## config.mk

```make
export PLATFORM = sky130hd
export DESIGN_NAME = cmsu_front
export DESIGN_NICKNAME = d
export VERILOG_FILES = /design/src/rtl/cmsu_pkg.sv /design/src/rtl/cmsu_front.sv
export SDC_FILE = /design/constraint.sdc
export NUM_CORES = 1
export LEC_CHECK = 0
export BUFFER_PORTS_ARGS = -buffer_cell sky130_fd_sc_hd__buf_2
export CAP_MARGIN = 20
export CORE_UTILIZATION = 60
export CTS_BUF_LIST = sky130_fd_sc_hd__clkbuf_4
export CTS_CLUSTER_DIAMETER = 100
export DETAILED_ROUTE_END_ITERATION = 8
export PLACE_DENSITY = 0.91
export SETUP_SLACK_MARGIN = 0.4
export SLEW_MARGIN = 5
export SYNTH_ARGS = -nofsm -noshare
export SYNTH_HDL_FRONTEND = slang
export SYNTH_SLANG_ARGS = --single-unit
```

## constraint.sdc

```tcl
create_clock -name clock -period 7.9 [get_ports clock]
set_input_delay 1.185 -clock clock [delete_from_list [all_inputs] [get_ports clock]]
set_output_delay 1.185 -clock clock [all_outputs]
set_load 0.05 [all_outputs]
```

## src/rtl/cmsu_pkg.sv

```systemverilog
// Shared types and constants for the cluster mean/spread update block.
// No dependencies; used by every module under rtl/.
`timescale 1ns / 1ps
package cmsu_pkg;

   localparam int DIV_STEPS = 34;
   localparam logic [33:0] ONE_Q32 = 34'h1_0000_0000;
   localparam logic [6:0] DIMS_RESET = 7'd64;
   localparam logic OP_REMOVE = 1'b1;

   typedef enum logic [1:0] {
      FAULT_NONE  = 2'd0,
      FAULT_EMPTY = 2'd1,
      FAULT_SAT   = 2'd2
   } fault_type;

   typedef enum logic [1:0] {
      FR_IDLE,
      FR_DIV,
      FR_PUSH
   } front_state_type;

   typedef enum logic [3:0] {
      BK_IDLE,
      BK_DIFF,
      BK_MA,
      BK_MB,
      BK_MC,
      BK_MD,
      BK_INNER,
      BK_ME,
      BK_MF,
      BK_DONE
   } back_state_type;

   // one classified coordinate, with the factors of its point
   typedef struct packed {
      logic signed [31:0] x;
      logic               last;
      logic               zero;
      logic               neg;
      logic [32:0]        rec;
      logic [33:0]        keep;
      logic [31:0]        count;
      fault_type          fault;
   } item_type;

endpackage

```

## src/rtl/cmsu_front.sv

```systemverilog
// Front end: input transfer, coordinate counter, point count and factor divider.
// Depends on cmsu_pkg.
`timescale 1ns / 1ps
module cmsu_front #(
   parameter int MAX_DIMS = 64,
   parameter int IDXW     = 6
) (
   input  logic                  clock,
   input  logic                  reset,
   input  logic                  req_valid,
   output logic                  req_ready,
   input  logic                  req_op,
   input  logic signed [31:0]    req_coord_value,
   input  logic                  csr_wr_en,
   input  logic [6:0]            csr_wr_data,
   output logic                  q_push,
   input  logic                  q_space,
   output cmsu_pkg::item_type    q_item,
   output logic [IDXW-1:0]       q_idx
);

   cmsu_pkg::front_state_type state_ff, state_in;
   logic [6:0]         dims_ff;
   logic [IDXW-1:0]    coord_cnt_ff;
   logic [31:0]        count_ff;
   logic [5:0]         step_ff;
   logic               op_ff;
   logic               last_ff;
   logic               zero_ff;
   logic               neg_ff;
   logic [32:0]        rec_ff;
   logic [33:0]        keep_ff;
   cmsu_pkg::fault_type fault_ff;
   logic signed [31:0] x_ff;
   logic [IDXW-1:0]    idx_ff;
   logic [32:0]        div_n_ff;
   logic [33:0]        dvd_ff;
   logic [32:0]        rem_ff;
   logic [33:0]        quo_ff;

   logic [31:0] eff;
   logic        last_in;
   logic        accept;
   logic [33:0] rem_sh;
   logic        ge;
   logic [33:0] rem_nx;
   logic [33:0] quo_nx;
   logic [32:0] n_in;
   logic [31:0] cnt_after;

   always_comb begin
      eff = 32'(dims_ff);
      if (eff == 32'd0) begin
         eff = 32'd1;
      end
      if (eff > 32'(MAX_DIMS)) begin
         eff = 32'(MAX_DIMS);
      end
   end

   assign last_in = (32'(coord_cnt_ff) + 32'd1) >= eff;
   assign accept  = req_valid && req_ready;
   assign n_in    = (req_op == cmsu_pkg::OP_REMOVE) ? ({1'b0, count_ff} - 33'd1)
                                                    : ({1'b0, count_ff} + 33'd1);

   // restoring divider step, one quotient bit a cycle
   assign rem_sh = {rem_ff, dvd_ff[33]};
   assign ge     = rem_sh >= {1'b0, div_n_ff};
   assign rem_nx = ge ? (rem_sh - {1'b0, div_n_ff}) : rem_sh;
   assign quo_nx = {quo_ff[32:0], ge};

   assign cnt_after = (fault_ff != cmsu_pkg::FAULT_NONE) ? count_ff :
                      (op_ff == cmsu_pkg::OP_REMOVE) ? (count_ff - 32'd1) : (count_ff + 32'd1);

   always_comb begin
      state_in  = state_ff;
      req_ready = 1'b0;
      q_push    = 1'b0;
      case (state_ff)
         cmsu_pkg::FR_IDLE: begin
            req_ready = 1'b1;
            if (req_valid) begin
               if (coord_cnt_ff == '0 &&
                   !(req_op == cmsu_pkg::OP_REMOVE && count_ff <= 32'd1)) begin
                  state_in = cmsu_pkg::FR_DIV;
               end else begin
                  state_in = cmsu_pkg::FR_PUSH;
               end
            end
         end
         cmsu_pkg::FR_DIV: begin
            if (step_ff == 6'(cmsu_pkg::DIV_STEPS - 1)) begin
               state_in = cmsu_pkg::FR_PUSH;
            end
         end
         cmsu_pkg::FR_PUSH: begin
            if (q_space) begin
               q_push   = 1'b1;
               state_in = cmsu_pkg::FR_IDLE;
            end
         end
         default: state_in = cmsu_pkg::FR_IDLE;
      endcase
   end

   always_comb begin
      q_item.x     = x_ff;
      q_item.last  = last_ff;
      q_item.zero  = zero_ff;
      q_item.neg   = neg_ff;
      q_item.rec   = rec_ff;
      q_item.keep  = keep_ff;
      q_item.count = cnt_after;
      q_item.fault = fault_ff;
      q_idx        = idx_ff;
   end

   always_ff @(posedge clock) begin
      if (reset) begin
         state_ff     <= cmsu_pkg::FR_IDLE;
         dims_ff      <= cmsu_pkg::DIMS_RESET;
         coord_cnt_ff <= '0;
         count_ff     <= '0;
         step_ff      <= '0;
         op_ff        <= 1'b0;
         zero_ff      <= 1'b0;
         neg_ff       <= 1'b0;
         rec_ff       <= '0;
         keep_ff      <= '0;
         fault_ff     <= cmsu_pkg::FAULT_NONE;
      end else begin
         state_ff <= state_in;
         if (csr_wr_en) begin
            dims_ff <= csr_wr_data;
         end
         if (accept) begin
            x_ff         <= req_coord_value;
            idx_ff       <= coord_cnt_ff;
            last_ff      <= last_in;
            coord_cnt_ff <= last_in ? '0 : IDXW'(coord_cnt_ff + 1'b1);
            if (coord_cnt_ff == '0) begin
               op_ff  <= req_op;
               neg_ff <= 1'b0;
               zero_ff <= 1'b0;
               if (req_op == cmsu_pkg::OP_REMOVE && count_ff == 32'd0) begin
                  fault_ff <= cmsu_pkg::FAULT_EMPTY;
                  keep_ff  <= cmsu_pkg::ONE_Q32;
                  rec_ff   <= '0;
               end else if (req_op == cmsu_pkg::OP_REMOVE && count_ff == 32'd1) begin
                  // last point leaves: both stores get cleared
                  fault_ff <= cmsu_pkg::FAULT_NONE;
                  zero_ff  <= 1'b1;
                  keep_ff  <= '0;
                  rec_ff   <= '0;
               end else begin
                  fault_ff <= (req_op != cmsu_pkg::OP_REMOVE && count_ff == 32'hFFFF_FFFF)
                              ? cmsu_pkg::FAULT_SAT : cmsu_pkg::FAULT_NONE;
                  neg_ff   <= req_op;
                  div_n_ff <= n_in;
                  dvd_ff   <= cmsu_pkg::ONE_Q32 + {2'b0, n_in[32:1]};
                  rem_ff   <= '0;
                  quo_ff   <= '0;
                  step_ff  <= '0;
               end
            end
         end
         if (state_ff == cmsu_pkg::FR_DIV) begin
            rem_ff  <= rem_nx[32:0];
            quo_ff  <= quo_nx;
            dvd_ff  <= {dvd_ff[32:0], 1'b0};
            step_ff <= step_ff + 6'd1;
            if (step_ff == 6'(cmsu_pkg::DIV_STEPS - 1)) begin
               rec_ff  <= quo_nx[32:0];
               keep_ff <= (op_ff == cmsu_pkg::OP_REMOVE)
                          ? (cmsu_pkg::ONE_Q32 + {1'b0, quo_nx[32:0]})
                          : (cmsu_pkg::ONE_Q32 - {1'b0, quo_nx[32:0]});
            end
         end
         if (q_push && last_ff) begin
            count_ff <= cnt_after;
         end
      end
   end

   a_last_wrap: assert property (@(posedge clock) disable iff (reset)
      (accept && last_in) |=> (coord_cnt_ff == '0))
      else $error("coordinate counter did not wrap after last coordinate");

   a_div_bound: assert property (@(posedge clock) disable iff (reset)
      (state_ff == cmsu_pkg::FR_DIV) |-> (step_ff < 6'(cmsu_pkg::DIV_STEPS)))
      else $error("divider ran past its step count");

   a_zero_factors: assert property (@(posedge clock) disable iff (reset)
      (q_push && zero_ff) |-> (keep_ff == '0 && rec_ff == '0))
      else $error("clearing point carries nonzero factors");

   a_count_hold: assert property (@(posedge clock) disable iff (reset)
      (q_push && !last_ff) |=> $stable(count_ff))
      else $error("point count moved before the last coordinate");

endmodule

```

---- Word-level counts from Yosys, hierarchy flattened ----
Index checks and enable logic that the tools add are counted.
W data, S select, Z words.
cells by class
  add/sub/neg operators ................... 11
  multiply operators ...................... 0
  divide/modulo/power cells ............... 0
  magnitude comparators ................... 4
  equality and inequality tests ........... 10
  shift-type cells ........................ 0
  muxes and demuxes ....................... 55
  bitwise logic cells ..................... 4
  reductions and logical operators ........ 21
operators with widths
  cell                      number
  $mux W33                  13
  $mux W34                  12
  $mux W32                  7
  $mux W6                   6
  $add A33 B32 Y34 const A  1
  $add A33 B33 Y34 const A  1
  $ge A34 B33 Y1            1
  $sub A33 B33 Y34 const A  1
  $add A32 B1 Y33 const B   1
  $sub A32 B1 Y33 const B   1
  $sub A33 B33 Y33          1
  $add A32 B1 Y32 const B   1
  $eq A32 B1 Y1 const B     1
  $eq A32 B32 Y1 const B    1
  $ge A7 B32 Y1             1
  $gt A32 B7 Y1 const B     1
  $le A32 B1 Y1 const B     1
  $logic_not A32 Y1         1
  $sub A32 B1 Y32 const B   1
  $mux W2                   7
  $mux W7                   2
  $add A6 B1 Y6 const B     2
  $reduce_and A5 Y1         2
  $add A6 B1 Y7 const B     1
  other kinds (17)          38
word-level totals
  register bits ........................... 296
  latch bits .............................. 0
  memory bits (writable) .................. 0
  ROM bits ................................ 0
  input bits .............................. 45
  output and inout port bits .............. 144
  word-level logic and storage cells ...... 124
  memories kept ........................... 0

---- Logic depth before layout (Yosys ltp) ----
  depth in word-level cells ............... 8
  mapped depth ............................ 19
  gate-level depth less buffers ........... 17

---- Worst setup path before layout ----
OpenSTA, ideal clock, no wires.
  kind .................................... flip-flop to flip-flop
  start ................................... reg state_ff[1]
  end ..................................... reg dvd_ff[0] (enable)
  setup time .............................. 0.558 ns
  data arrival time ....................... 6.003 ns
  required time ........................... 7.342 ns
  path slack .............................. 1.339 ns
  cell stages (with the launch flop) ...... 6
  path buffers ............................ 0
  clock period less this slack ............ 6.561 ns
  cells stage by stage .................... dfxtp_1 -> nor2_1 -> nand3_1 -> a21oi_1 -> nor2_1 -> nor2_1
between the ends
  longest elaborated chain between the ends .. 5
  elaborated cells on any way between the ends .. 9
  those cells by class .................... 3 x eq/ne; 1 x mux; 5 x reduce/logical
RTL lines
  what                                 line               source
  from (decl)                          cmsu_front.sv:22   cmsu_pkg::front_state_type state_ff, state_in;
  from (signal assigned)               cmsu_front.sv:120  state_ff <= cmsu_pkg::FR_IDLE;
  from (signal assigned)               cmsu_front.sv:132  state_ff <= state_in;
  $logic_not A2 Y1                     cmsu_front.sv:79   case (state_ff)
  $mux W1                              cmsu_front.sv:79
  via req_ready                        cmsu_front.sv:11   output logic req_ready,
  $logic_and A1 B1 Y1                  cmsu_front.sv:62   assign accept = req_valid && req_ready;
  $reduce_bool A2 Y1 (no source line)  n/a
  $reduce_and A5 Y1 (no source line)   n/a
  to (signal assigned)                 cmsu_front.sv:160  dvd_ff <= cmsu_pkg::ONE_Q32 + {2'b0, n_in[32:1]};
  to (signal assigned)                 cmsu_front.sv:170  dvd_ff <= {dvd_ff[32:0], 1'b0};
  to (decl)                            cmsu_front.sv:37   logic [33:0] dvd_ff;
The timed path passes the listed nets, and every way through them passes these cells.
A chain may end at the register's enable or synchronous reset.

==> run summary <==
Status - completed
Core area - 26900 um2
Worst path slowest cell - or4_4
Synth top cells by count - nor2_1, edfxtp_1, nand2_1, dfxtp_1, a21oi_1
Nets - 2035
FF+latch count, synth - 296
Congestion Overflow GR - 0
Initial Utilization - 61.0%
Number of flops mapped to enable cells by yosys - 171
Root buffer cell - clkbuf_4
Largest net degree at the start of global routing - 87
Post-Syn Area - 16400 um2
Post-synth top flop - edfxtp_1
DR vias/cell - 6.15
Max Cap Violations - 0
Cell area power density - 228 nW/um2
GRT Total Usage - 29.9%
CTS tree - yes
Post-CTS Setup Repair Bufs - 0
Largest stage delay, worst path - 0.63 ns
Setup Viol. Count Final - 0
Synth top area cells - edfxtp_1, dfxtp_1, ha_1
Mapped Nets - 1844
Crit path DAT - 3.60 ns
First-pass DRT Iterations - 9
IO Pins - 189
Initial DRC count - 1628
Wire per inst - 18.2 um
Ratio of cells with drive above 1 in the final layout - 18.4%
Most common cell in the netlist - nor2_1
Slew HR - 26.7%
Finished Layout Cells - 2306
Global-route wire length before repair - 68.4 mm
Synth-to-layout area growth - 12.9%
Critical Path End Type - output pin
VDD IR-drop max - 201 uV
Initial antenna violation count - 1
RR Endpoint - keep_ff[24]
Skew-Pair Late Insertion Delay - 0.72 ns
Hold path startpoint - keep_ff[31]
DP Wirelength - 27.6 mm
Clock sinks - 296
# rows - 60
Static Leak - 7.91 nW
Synth area leader - edfxtp_1
Asr flop ratio synth - 0%
Sequential area share after synthesis - 46.6%
Top cell type's share of synthesized area - 31.3%
Filler Cells Inserted - 1827
H-tree depth - 3
Placed insts - 2169
Reg clk slew, reported paths - 0.07 ns
Hold Buf Count CTS - 0
Synth cell types - 80
Type of origin of the critical path - flop
Worst Tran Pin Value - 1.09 ns
Ys Warns - 0
Worst Hold End - keep_ff[31]
Min Tclk post-route - 4.78 ns
Die area - 28000 um2
Crit path kind - flop to output pin
R2R Path Start - dvd_ff[33]
Via count - 14200
Number of remaining DRC errors - 0
Die Wd - 167 um
CTS max path bufs - 3
WP data required - 6.71 ns
Unrepaired setup endpoints after global routing - no
R2r setup slk - 3.35 ns
CP max FO - 11
Worst R2R Path Depth - 18
Max-slew violations - 0
Port Buf Inserts - 188
F_max - 0.209 GHz
Hold depth - 2
WL final - 41.9 mm
Setup Skew - 0.0493 ns
Final hold violations - 0
Setup_tns - 0 ns
CTS Buf Count - 76
Worst hold path type - flop to flop
Placer Congestion - 0.948
Final Cycle Share - 60.5%
Antenna viol nets, final - 0
Mapped Cells - 1717
Vias in the first global route - 13900
Die height - 167 um
Post-CTS sizing - 0
Syn avg cell area - 9.55 um2
Cells along the critical path - or4_4 -> nor4_4 -> nand4_1 -> a21oi_1 -> o21a_1 -> and2_1 -> nand2_1 -> xnor2_1 -> buf_2
## routing by layer
metal	GRT usage [%]	up-vias	routed length (um)
met5	0	-	0
met4	15.6	0	1530
met3	6.88	150	3850
met2	49.1	841	20300
met1	37.0	6607	16200
li1	-	6573	-
## state kept, by name, indices dropped and copies added, names as in the netlist, 6 cells and up
register,flops
keep_ff,34
q_idx,6
count_ff,32
coord_cnt_ff,6
div_n_ff,33
rec_ff,33
rem_ff,33
x_ff,32
quo_ff,32
dims_ff,7
dvd_ff,34
step_ff,6
## metrics by stage
stage	cell area (um2)	hold WS (ns)	setup slack (ns)	total power, mW	utilization (%)
2_1_floorplan	16400	0.432	1.34	2.65	-
3_3_place_gp	17500	0.432	3.36	2.84	65.0
3_5_place_dp	17500	0.438	3.23	2.87	65.0
4_1_cts	18500	0.460	3.17	4.22	68.7
5_1_grt	18500	0.474	2.91	4.42	68.8
6_report	18500	0.461	3.12	4.22	68.8
## power by group
part	internal, mW	switching, mW
sequential	1.78	0.0788
combinational	0.338	0.686
clock	0.696	0.646
total	2.81	1.41
## final cells by class
type                    instances  area, um2  share of cell area, %
well taps                     341        427                   2.31
clock inverters                27        173                  0.933
inverters                      70        263                   1.42
flip-flops and latches        296       7640                   41.3
repair buffers                199       1060                   5.72
multi-input cells            1265       8140                   44.0
clock buffers                 107        803                   4.34
diodes                          1       2.50                 0.0135
## cell families after synthesis
logic type	share of synthesized area (%)
buffers and inverters	3.99
AOI/OAI and AO/OA	16.5
DFF	46.6
adders and majority gates	6.35
muxes	1.28
and+or+nand+nor	18.2
xor gates and xnor gates	7.11
## how the worst max path moves through the flow
stage / startpoint / endpoint / slack, ns / cells past startpoint
floorplan: state_ff[1] / dvd_ff[0] / 1.34 / 5
global placement: req_op / dvd_ff[29] / 3.36 / 12
detailed placement: req_op / dvd_ff[29] / 3.23 / 12
CTS: count_ff[2] / q_item[33] / 3.17 / 9
global route: count_ff[2] / q_item[33] / 2.91 / 9
finish: count_ff[2] / q_item[33] / 3.12 / 9
## cells in the final DEF, fill, tap and decap left out, drive strengths merged, types with 44 or more instances in the layout
cell,n
a21o,49
clkbuf,107
buf,199
nor3,45
a21oi,110
o21ai,75
nor2,209
dfxtp,125
nand2,160
and2,44
xor2,52
xnor2,81
a22oi,50
edfxtp,171
ha,80
inv,72
## worst max-delay path: cells and delay by family (launching register included)
family,cells,cell delay (ns)
flops,1,0.43
compound gates,2,0.62
xor+xnor,1,0.20
buf+inv,1,0.30
simple gates,5,1.35
Note: power is estimated with default switching activity, not from simulation.
