==> src/rtl/cmsu_pkg.sv <==
// Shared types and constants for the cluster mean/spread update block.
// No dependencies; used by every module under rtl/.
`timescale 1ns / 1ps
package cmsu_pkg;

   localparam int DIV_STEPS = 34;
   localparam logic [33:0] ONE_Q32 = 34'h1_0000_0000;
   localparam logic [6:0] DIMS_RESET = 7'd64;
   localparam logic OP_REMOVE = 1'b1;

   typedef enum logic [1:0] {
      FAULT_NONE  = 2'd0,
      FAULT_EMPTY = 2'd1,
      FAULT_SAT   = 2'd2
   } fault_type;

   typedef enum logic [1:0] {
      FR_IDLE,
      FR_DIV,
      FR_PUSH
   } front_state_type;

   typedef enum logic [3:0] {
      BK_IDLE,
      BK_DIFF,
      BK_MA,
      BK_MB,
      BK_MC,
      BK_MD,
      BK_INNER,
      BK_ME,
      BK_MF,
      BK_DONE
   } back_state_type;

   // one classified coordinate, with the factors of its point
   typedef struct packed {
      logic signed [31:0] x;
      logic               last;
      logic               zero;
      logic               neg;
      logic [32:0]        rec;
      logic [33:0]        keep;
      logic [31:0]        count;
      fault_type          fault;
   } item_type;

endpackage

==> src/rtl/cmsu_queue.sv <==
// Two-entry queue between front and back ends.
// Depends on cmsu_pkg.
`timescale 1ns / 1ps
module cmsu_queue #(
   parameter int IDXW = 6
) (
   input  logic                 clock,
   input  logic                 reset,
   input  logic                 push,
   input  cmsu_pkg::item_type   item_in,
   input  logic [IDXW-1:0]      idx_in,
   output logic                 space,
   output logic                 valid,
   input  logic                 pop,
   output cmsu_pkg::item_type   item_out,
   output logic [IDXW-1:0]      idx_out
);

   cmsu_pkg::item_type ent_ff [2];
   logic [IDXW-1:0]    idx_ff [2];
   logic               wr_ptr_ff;
   logic               rd_ptr_ff;
   logic [1:0]         fill_ff;

   assign space    = fill_ff != 2'd2;
   assign valid    = fill_ff != 2'd0;
   assign item_out = ent_ff[rd_ptr_ff];
   assign idx_out  = idx_ff[rd_ptr_ff];

   always_ff @(posedge clock) begin
      if (push) begin
         ent_ff[wr_ptr_ff] <= item_in;
         idx_ff[wr_ptr_ff] <= idx_in;
      end
   end

   always_ff @(posedge clock) begin
      if (reset) begin
         wr_ptr_ff <= 1'b0;
         rd_ptr_ff <= 1'b0;
         fill_ff   <= 2'd0;
      end else begin
         if (push) begin
            wr_ptr_ff <= !wr_ptr_ff;
         end
         if (pop) begin
            rd_ptr_ff <= !rd_ptr_ff;
         end
         fill_ff <= fill_ff + {1'b0, push} - {1'b0, pop};
      end
   end

endmodule

==> config.mk <==
export PLATFORM = sky130hd
export DESIGN_NAME = cmsu_queue
export DESIGN_NICKNAME = d
export VERILOG_FILES = /design/src/rtl/cmsu_pkg.sv /design/src/rtl/cmsu_queue.sv
export SDC_FILE = /design/constraint.sdc
export NUM_CORES = 1
export LEC_CHECK = 0
export ABC_AREA = 1
export BUFFER_PORTS_ARGS = -buffer_cell sky130_fd_sc_hd__buf_2
export CAP_MARGIN = 10
export CORE_UTILIZATION = 24
export CTS_BUF_LIST = sky130_fd_sc_hd__clkbuf_16
export DETAILED_ROUTE_END_ITERATION = 6
export PLACE_DENSITY_LB_ADDON = 0.2
export SYNTH_ARGS = -nofsm -noshare
export SYNTH_HDL_FRONTEND = slang
export SYNTH_SLANG_ARGS = --single-unit
==> constraint.sdc <==
create_clock -name clock -period 6.4 [get_ports clock]
set_input_delay 0.32 -clock clock [delete_from_list [all_inputs] [get_ports clock]]
set_output_delay 0.32 -clock clock [all_outputs]
set_load 0.02 [all_outputs]
## Word-level counts from Yosys, hierarchy flattened

Memory sizes are Yosys's and may differ from the RTL's. A register that Yosys moved wholly into a read port is not among the register bits.
Cells that the tools add are included.

- Add/subtract/negate cells: 2
- Multipliers: 0
- Div/mod/pow operators: 0
- $lt $le $gt $ge: 0
- Eq/ne operators: 1
- Shift-type cells: 0
- Mux-type cells: 6
- Bitwise operators: 0
- Reductions and logical operators: 3

Operator list:

| operator | number |
|---|---|
| 1-bit 2-to-1 mux | 6 |
| 2-bit by 1-bit adder with 2-bit output | 1 |
| 1-bit logical NOT | 2 |
| 2-bit != test (second input constant) | 1 |
| 2-bit nonzero test | 1 |
| 2-bit by 1-bit subtractor with 2-bit output | 1 |

- Flip-flop bits (word level): 4
- Bits in latches: 0
- Memory bits (writable): 284
- Bits in read-only memories: 0
- Bits of input ports: 146
- Output and inout bits: 144
- Word-level logic and storage cells: 17
- Memories: 2

Memories:

| memory | depth | width | rd ports | clocked after memory_dff | wr ports | RTL line | RTL |
|---|---|---|---|---|---|---|---|
| ent_ff | 2 | 136 | 1 | 1 | 1 | cmsu_queue.sv:19 | `cmsu_pkg::item_type ent_ff [2];` |
| idx_ff | 2 | 6 | 1 | 1 | 1 | cmsu_queue.sv:20 | `logic [IDXW-1:0] idx_ff [2];` |

## Depth between registers and ports, before layout

Gate-level depths: netlist of run 1.

- Depth in word-level cells: 3
- Gate-level depth with buffers: 7
- Gate-level depth less buffers: 7

## Worst setup path after synthesis of run 1

Ideal clock, no wire load.

- Path type: input-to-reg
- Start point: in push
- End point: mem ent_ff[0][0] (netlist name), enable pin
- Library setup time: 649 ps
- Arrival: 6298 ps
- Data required time: 5751 ps
- Setup slack: -547 ps
- Stages: 2
- Buffers on the path: 0
- Cell sequence: inv_1 > nor2_1

- Longest elaborated chain between the ends: 2

RTL lines:

| element | RTL line | RTL |
|---|---|---|
| from (decl) | cmsu_queue.sv:9 | `input logic push,` |
| 1-bit 2-to-1 mux | cmsu_queue.sv:31 | `if (push) begin` |
| 1-bit 2-to-1 mux (implied by the code) | cmsu_queue.sv:32 | `ent_ff[wr_ptr_ff] <= item_in;` |
| to (decl) | cmsu_queue.sv:19 |  |

Every way passes these cells.

==> run metrics, run 1 <==
status complete, no violations; most frequent cells in the layout 289 x buf_2, 284 x edfxtp_1, 143 x dlygate4sd3_1; max-cap viol count 0; Clock power frac 38.8%; Top cell by count, worst path buf_4; CTS clk-pin slew, worst paths 0.06 ns; worst reg2reg setup slack 4.03 ns; leak pwr 5.93 nW; Fin. Hold Viols 0; hold endpoint rd_ptr_ff$_SDFFE_PP0P_; hold path depth 3; mapped cell area ~11000 µm²; Remaining Overflow, GRT 0; crit-path max FO 47; Final Max Slew Viols 0; TritonCTS clock tree done; hold_sp pop; FP Rows 77; Root Driver clkbuf_16; Mapped Nets 621; fin area ~15000 µm²; Final Setup Violations 0; Worst VDD drop 0.164 mV; Sequential Power Share 48.0%; largest net degree at the start of global routing 91; pwr/cell area 301 nW/µm²; RR Endpoint ent_ff[1][91]$_DFFE_PP_; register area 8630 µm²; per-cell routed wire length between 15 and 20 µm; Final Wtd Congestion 0.704; number of buffers created by CTS 34; vias in the first global route 6289; max frequency 0.309 GHz; Netlist cell types 14; global-route wire length before repair 36.3 mm; H-tree depth 2; Antenna Cells 0; arrival time at the worst endpoint 2.92 ns; Layout Nets 1080; drt via density between 3 and 4; Setup crit end kind output port; Final period util 50.6%; Slew @ Worst Pin roughly 1 ns; Seq/Total Area, Yosys 79.9%; Max Clock Skew roughly 0.011 ns; YS warnings 0; RSZ-0062 raised after global routing no; sw frac 23.3%; Die W about 210 µm; Max-slew headroom between 30% and 40%; drt drc 0; critical path cell sequence buf_4 > buf_4 > mux2_2 > buf_2; initial antenna violation count 0; Hold WC Path Type input port to flop; fill cell count 4343; io pins 290; P&R area growth vs syn 42.5%; share of layout cells above drive strength 1 50.8%; Setup TNS Final 0 ns; Pre-antenna DRT Iters 4; clk sink count 289; overall routed net length 23.9 mm; Cells after Synth 473; placed cell area 12900 µm²; Starting Density about a quarter; later-pin clock latency in the skew report 0.52 ns; Core Footprint 44300 µm²; Psw 1.08 mW; Slowest cell on crit path buf_4; fin crit period around 3.2 ns; die height 214 µm; worst reg2reg path depth 3; post-DP HPWL approximately 15 mm; Routed Antenna Nets 0; CP peak stage delay roughly 0.66 ns; WS Path Type flop to output port; Clock Tree Buf Depth 3; part of the power in combinational logic 13.3%; most common cell after layout, fill and taps aside buf_2; cell-internal power between 3 and 4 mW; DIE AREA 45800 µm²; syn avg cell area 22.8 µm²; total global-route track usage 10.4%; worst r2r src wr_ptr_ff$_SDFFE_PP0P_; area occupied by multi-input gates 2000 µm²; Iter 0 DRT Violations 200; IO Port Bufs 289; Synth Register Bits 289; Vias 5894; Worst EP required 6.08 ns; crit start category flop
-- cells in the mapped netlist --
cell type / n / area share [%]
mux2_2: 62 / 6.5
buf_2: 6 / 0.28
buf_6: 10 / 1.0
nor3_1: 1 / 0.046
inv_1: 8 / 0.28
mux2_4: 80 / 11
xnor2_1: 1 / 0.081
a21oi_1: 1 / 0.046
ha_1: 2 / 0.23
nor2_1: 6 / 0.21
nand2_1: 6 / 0.21
nand3_1: 1 / 0.046
edfxtp_1: 284 / 79
dfxtp_1: 5 / 0.93
-- kinds of logic after synthesis --
family | Yosys count | synth area share [%]
AO/OA/AOI/OAI | 1 | 0.0463
XOR/XNOR | 1 | 0.0812
adder cells (fa/ha/maj) | 2 | 0.232
buffers and inverters | 24 | 1.60
flip-flops | 289 | 79.9
multiplexers | 142 | 17.6
AND/OR/NAND/NOR | 14 | 0.510
-- power groups by stage --
stage,sequential (mW),clock [mW],combinational (mW)
2_1_floorplan,2.26,0,0.366
3_3_place_gp,2.26,0,0.554
6_report,2.22,1.80,0.614
3_5_place_dp,2.26,0,0.555
5_1_grt,2.23,1.94,0.658
4_1_cts,2.22,1.87,0.630
-- flip-flops by register name, indices dropped and copies added (netlist names), named ones only --
register   flops
ent_ff       272
fill_ff        2
idx_ff        12
rd_ptr_ff      1
wr_ptr_ff      1
-- worst max path at each step --
stage | to
after detailed placement | item_out[12]
after CTS | item_out[14]
final | item_out[12]
after global routing | item_out[7]
after global placement | item_out[14]
after floorplan | ent_ff[0][0]$_DFFE_PP_
-- per-stage QoR --
stage | hold WS, ns | instances | util [%] | setup WS (ns) | power, mW
CTS | 0.0572 | 1545 | 34.7 | 3.02 | 4.73
detailed placement | 0.511 | 1345 | 29.1 | 3.61 | 2.82
global route | 0.102 | 1545 | 34.7 | 2.94 | 4.83
global placement | 0.494 | 1345 | 29.1 | 3.62 | 2.82
finish | 0.0960 | 1545 | 34.7 | 3.16 | 4.63
floorplan | 0.391 | 473 | - | 1.91 | 2.63
-- timing repair --
action,4_1_cts,5_1_grt
hold endpoints to repair,288,0
setup buffers,0,0
setup endpoints to repair,0,0
gates resized for setup,0,0
hold buffers,143,0
-- metal layers --
layer  global-route usage [%]  share of wire [%]
met1                     12.7                 43
met2                     16.9                 47
met3                     3.16                6.6
met4                     4.57                2.8
met5                        0                  0
-- worst max-delay path: cells and delay by family (launching register included) --
family                 cells  cell delay [ns]
multiplexers               1             0.40
buffers and inverters      3             1.39
flip-flops                 1             0.55
-- cell type report --
| type | instances | share of cell area (%) |
|---|---|---|
| Sequential cell | 289 | 56.1 |
| Clock buffer | 37 | 6.02 |
| Tap cell | 592 | 4.82 |
| Clock inverter | 20 | 0.740 |
| Multi-Input combinational cell | 160 | 13.0 |
| Timing Repair Buffer | 439 | 19.1 |
| Inverter | 8 | 0.228 |
Power figures use the tool's default switching activity.
==> inputs of run 2 (changes only) <==
==> constraint.sdc (replaced) <==
create_clock -name clock -period 3 [get_ports clock]
set_input_delay 0.15 -clock clock [delete_from_list [all_inputs] [get_ports clock]]
set_output_delay 0.15 -clock clock [all_outputs]
set_load 0.02 [all_outputs]
==> run metrics, run 2 (synthesis results as in run 1) <==
worst r2r src fill_ff[0]$_SDFF_PP0_; IO Port Bufs between 200 and 300; Iter 0 DRT Violations 283; Starting Density about a quarter; post-CTS resize count 0; Final Power 9.99 mW; Die W 214 µm; Slowest cell on crit path dfxtp_4; top cell family by delay on the critical path flip-flops; hold_sp item_in[33]; Hold WS 0.347 ns; Pre-antenna DRT Iters 4; leak pwr approximately 6 nW; global-route wire length before repair 36.4 mm; most common cell after layout, fill and taps aside buf_2; max frequency 0.465 GHz; pwr/cell area 643 nW/µm²; Hold WC Path Type input port to flop; Vias approximately 5900; io pins a little under 300; RSZ-0062 raised after global routing no; Final Wtd Congestion slightly below 0.7; most frequent cells in the layout 289 x buf_2, 284 x edfxtp_1, 146 x dlygate4sd3_1; H-tree depth 2; Top reg by flops ent_ff; Most Crowded Layer GR met2; Clock Tree Buf Depth 3; TritonCTS clock tree done; Final period util 71.7%; Root Driver clkbuf_16; fin crit period 2.15 ns; Remaining Overflow, GRT 0; CP peak stage delay approximately 0.55 ns; status complete, no violations; largest net degree at the start of global routing slightly above 100; Final Max Slew Viols 0; Critical path buffers and inverters 2; Worst EP required between 2 and 3 ns; critical path cell sequence buf_4 > mux2_2 > buf_2; number of buffers created by CTS 34; CTS clk-pin slew, worst paths around 0.06 ns; max-cap viol count 0; met1 GRT Util 12.3%; Final Setup Violations 0; vias in the first global route 6454; setup repair bufs after CTS 0; Worst VDD drop 0.387 mV; Max-slew headroom 56.4%; Fin. Hold Viols 0; initial antenna violation count 1; P&R area growth vs syn 43.8%; Layout Nets 1084; met2 Use GR 17.1%; later-pin clock latency in the skew report between 0.5 and 0.6 ns; post-DP HPWL 14.3 mm; die height 214 µm; FP Rows 77; Cell Count, Final, Fillers Out 1553; worst reg2reg setup slack approximately 1.4 ns; Max Clock Skew roughly 0.014 ns; drt drc 0; Slew @ Worst Pin roughly 0.65 ns; Largest register FFs 272; crit start category flop; share of layout cells above drive strength 1 approximately 50%; Setup TNS Final 0 ns; dpl cells ~1300; Core Footprint about 44000 µm²; drt via density 3.79; arrival time at the worst endpoint 2.00 ns; per-cell routed wire length between 15 and 20 µm; clk sink count roughly 290; Routed Antenna Nets 0; hold buffer count at cts 146; Antenna Cells 0; M3 GR Usage 4.18%; overall routed net length between 20 and 25 mm; DIE AREA approximately 46000 µm²; WS Path Type flop to output port; crit-path max FO 19; Setup crit end kind output port; Regs by FF count ent_ff x272, idx_ff x12, fill_ff x2; total global-route track usage 10.4%
==> run 2: worst register-to-register path, stage by stage (launching register included) <==
cell and delay (ns):
dfxtp_1 0.30, inv_1 0.05, ha_1 0.27, inv_1 0.04, ha_1 0.26, inv_1 0.05
nor2_1 0.03, dlygate4sd3_1 0.54
==> run 2: final cells by class <==
| class | count | area [µm²] |
|---|---|---|
| inverters | 8 | 33.8 |
| flip-flops and latches | 289 | 8630 |
| clock inverters | 24 | 150 |
| repair buffers | 443 | 3040 |
| well taps | 592 | 741 |
| clock buffers | 37 | 926 |
| fillers | 4343 | 28800 |
| multi-input cells | 160 | 2000 |
==> run 2: through the flow <==
| step | utilization (%) | worst slack, ns | cell area [µm²] |
|---|---|---|---|
| floorplan | - | 0.0735 | 10800 |
| global placement | 29.3 | 1.37 | 13000 |
| detailed placement | 29.3 | 1.36 | 13000 |
| CTS | 35.0 | 0.766 | 15500 |
| global route | 35.0 | 0.716 | 15500 |
| finish | 35.0 | 0.849 | 15500 |
==> run 2: power by group <==
group	internal [mW]	switching, mW	total (mW)
Combinational	0.628	0.701	1.33
Clock	2.38	1.55	3.92
Sequential	4.68	0.0572	4.74
==> run 2: routing by layer <==
layer | wire, µm | up-vias
met5 | 11 | -
met4 | 437 | 2
met3 | 1890 | 31
met2 | 11300 | 184
met1 | 9920 | 2871
li1 | - | 2805
==> run 2: worst paths after layout <==
check / end / cells past startpoint
worst max-delay path: item_out[135] / 3
worst min-delay path: ent_ff[1][33]$_DFFE_PP_ / 2
worst max register to register: fill_ff[0]$_SDFF_PP0_ / 7
worst min register to register: rd_ptr_ff$_SDFFE_PP0P_ / 2
==> inputs of run 3 (changes only) <==
==> constraint.sdc (replaced) <==
create_clock -name clock -period 1.9 [get_ports clock]
set_input_delay 0.095 -clock clock [delete_from_list [all_inputs] [get_ports clock]]
set_output_delay 0.095 -clock clock [all_outputs]
set_load 0.02 [all_outputs]
==> run metrics, run 3 (synthesis results as in run 1) <==
status complete, no violations; overall routed net length about 24 mm; part of the power in combinational logic 14.8%; Final Setup Violations 0; Max Clock Skew 0.0133 ns; hold_sp item_in[9]; cell-internal power 12.2 mW; hold path depth 2; H-tree depth 2; per-cell routed wire length 15.4 µm; Setup crit end kind output port; drt drc 0; total global-route track usage 10.4%; Final period util 99.2%; leak pwr 6.19 nW; RSZ-0062 raised after global routing yes; Core Footprint about 44000 µm²; later-pin clock latency in the skew report 0.53 ns; arrival time at the worst endpoint approximately 1.8 ns; Fin. Hold Viols 0; Iter 0 DRT Violations 190; Layout Nets 1100; RR Endpoint ent_ff[0][128]$_DFFE_PP_; Largest register FFs 272; Final Wtd Congestion 0.672; Worst EP required 1.80 ns; fin crit period approximately 1.9 ns; WS Path Type flop to output port; drt via density 3.81; TritonCTS clock tree done; Slew @ Worst Pin 0.424 ns; Vias 5976; P&R area growth vs syn 48.3%; hold endpoint ent_ff[0][9]$_DFFE_PP_; Hold WC Path Type input port to flop; most frequent cells in the layout 284 x edfxtp_1, 263 x buf_2, 146 x dlygate4sd3_1; sw frac 23.4%; DIE AREA 45800 µm²; Antenna Cells 0; largest net degree at the start of global routing 65; Die W 214 µm; Setup TNS Final 0 ns; share of layout cells above drive strength 1 51.9%; crit-path max FO 9; worst reg2reg path depth 2; Sequential Power Share 46.9%; crit start category flop; Top reg by flops ent_ff; Pre-antenna DRT Iters 4; CTS clk-pin slew, worst paths 0.06 ns; worst r2r src wr_ptr_ff$_SDFFE_PP0P_; fill cell count 4295; Root Driver clkbuf_16; die height ~210 µm; Final Power 15.9 mW; most common cell after layout, fill and taps aside edfxtp_1; Clock power frac between 30% and 40%; Remaining Overflow, GRT 0; clk sink count 289; FP Rows 77; max-cap viol count 0; io pins 290; vias in the first global route 6520; Worst VDD drop between 0.6 and 0.7 mV; Regs by FF count ent_ff x272, idx_ff x12, fill_ff x2; Clock Tree Buf Depth 3; global-route wire length before repair approximately 36 mm; initial antenna violation count 0; number of buffers created by CTS 34; post-DP HPWL 14.5 mm; pwr/cell area slightly below 1000 nW/µm²; Routed Antenna Nets 0; Final Max Slew Viols 0; Psw about 3.7 mW; worst reg2reg setup slack 0.56 ns; Starting Density roughly a quarter; max frequency 0.531 GHz; Max-slew headroom 71.7%; IO Port Bufs ~290
## run 3: cell count changes in the layout (fill, tap and decap cells not counted), moves of 4 or more
cell	change
buf_6	+28
buf_2	-26
clkinv_1	-7
buf_16	+6
buf_12	+4
## run 3: how the worst max path moves through the flow
stage	depth (start not counted)	end	slack, ns	start
6_report	5	item_out[16]	0.02	flop
5_1_grt	5	item_out[16]	-0.06	flop
4_1_cts	4	item_out[92]	-0.07	flop
3_5_place_dp	3	item_out[37]	0.38	flop
3_3_place_gp	3	item_out[60]	0.38	flop
2_1_floorplan	2	ent_ff[1][0]$_DFFE_PP_	-1.0	wr_ptr_ff$_SDFFE_PP0P_
## run 3: cell type report
class	count	area, µm²	share of cell area [%]
flip-flops and latches	289	8630	53.9
repair buffers	459	3540	22.1
multi-input cells	160	2010	12.6
clock buffers	37	926	5.78
well taps	592	741	4.63
clock inverters	22	128	0.797
inverters	8	33.8	0.211
## run 3: what timing repair did
action / in CTS / in global routing
hold buffers: 146 / 0
endpoints found under the hold margin: 289 / 0
buffers inserted: 5 / 0
gates cloned: 4 / 2
gates resized for setup: 58 / 7
setup endpoints to repair: 134 / 65
## run 3: stage by stage
stage / hold slack (ns) / instances / utilization (%) / setup slack, ns / cell area [µm²]
global route: 0.258 / 1567 / 36.1 / -0.0601 / 16000
detailed placement: 0.286 / 1351 / 29.5 / 0.378 / 13100
floorplan: 0.166 / 473 / - / -0.998 / 10800
finish: 0.290 / 1567 / 36.1 / 0.0160 / 16000
global placement: 0.283 / 1351 / 29.5 / 0.381 / 13100
CTS: 0.238 / 1565 / 36.0 / -0.0694 / 15900
## run 3: critical path: stages, from the launching register on
cell	delay (ns)
dfxtp_4	0.37
buf_12	0.15
buf_12	0.12
buf_16	0.14
mux2_2	0.33
buf_2	0.16
## run 3: per-layer routing
| metal | share of wire (%) | track usage (%) |
|---|---|---|
| met1 | 42 | 12.2 |
| met2 | 48 | 17.0 |
| met3 | 6.9 | 3.62 |
| met4 | 3.0 | 4.74 |
| met5 | 0 | 0 |
## run 3: power groups by stage
stage	clock, mW	sequential [mW]	combinational [mW]
finish	6.10	7.46	2.36
global route	6.56	7.49	2.52
CTS	6.37	7.46	2.38
detailed placement	0	7.62	1.91
global placement	0	7.61	1.91
floorplan	0	7.60	1.23
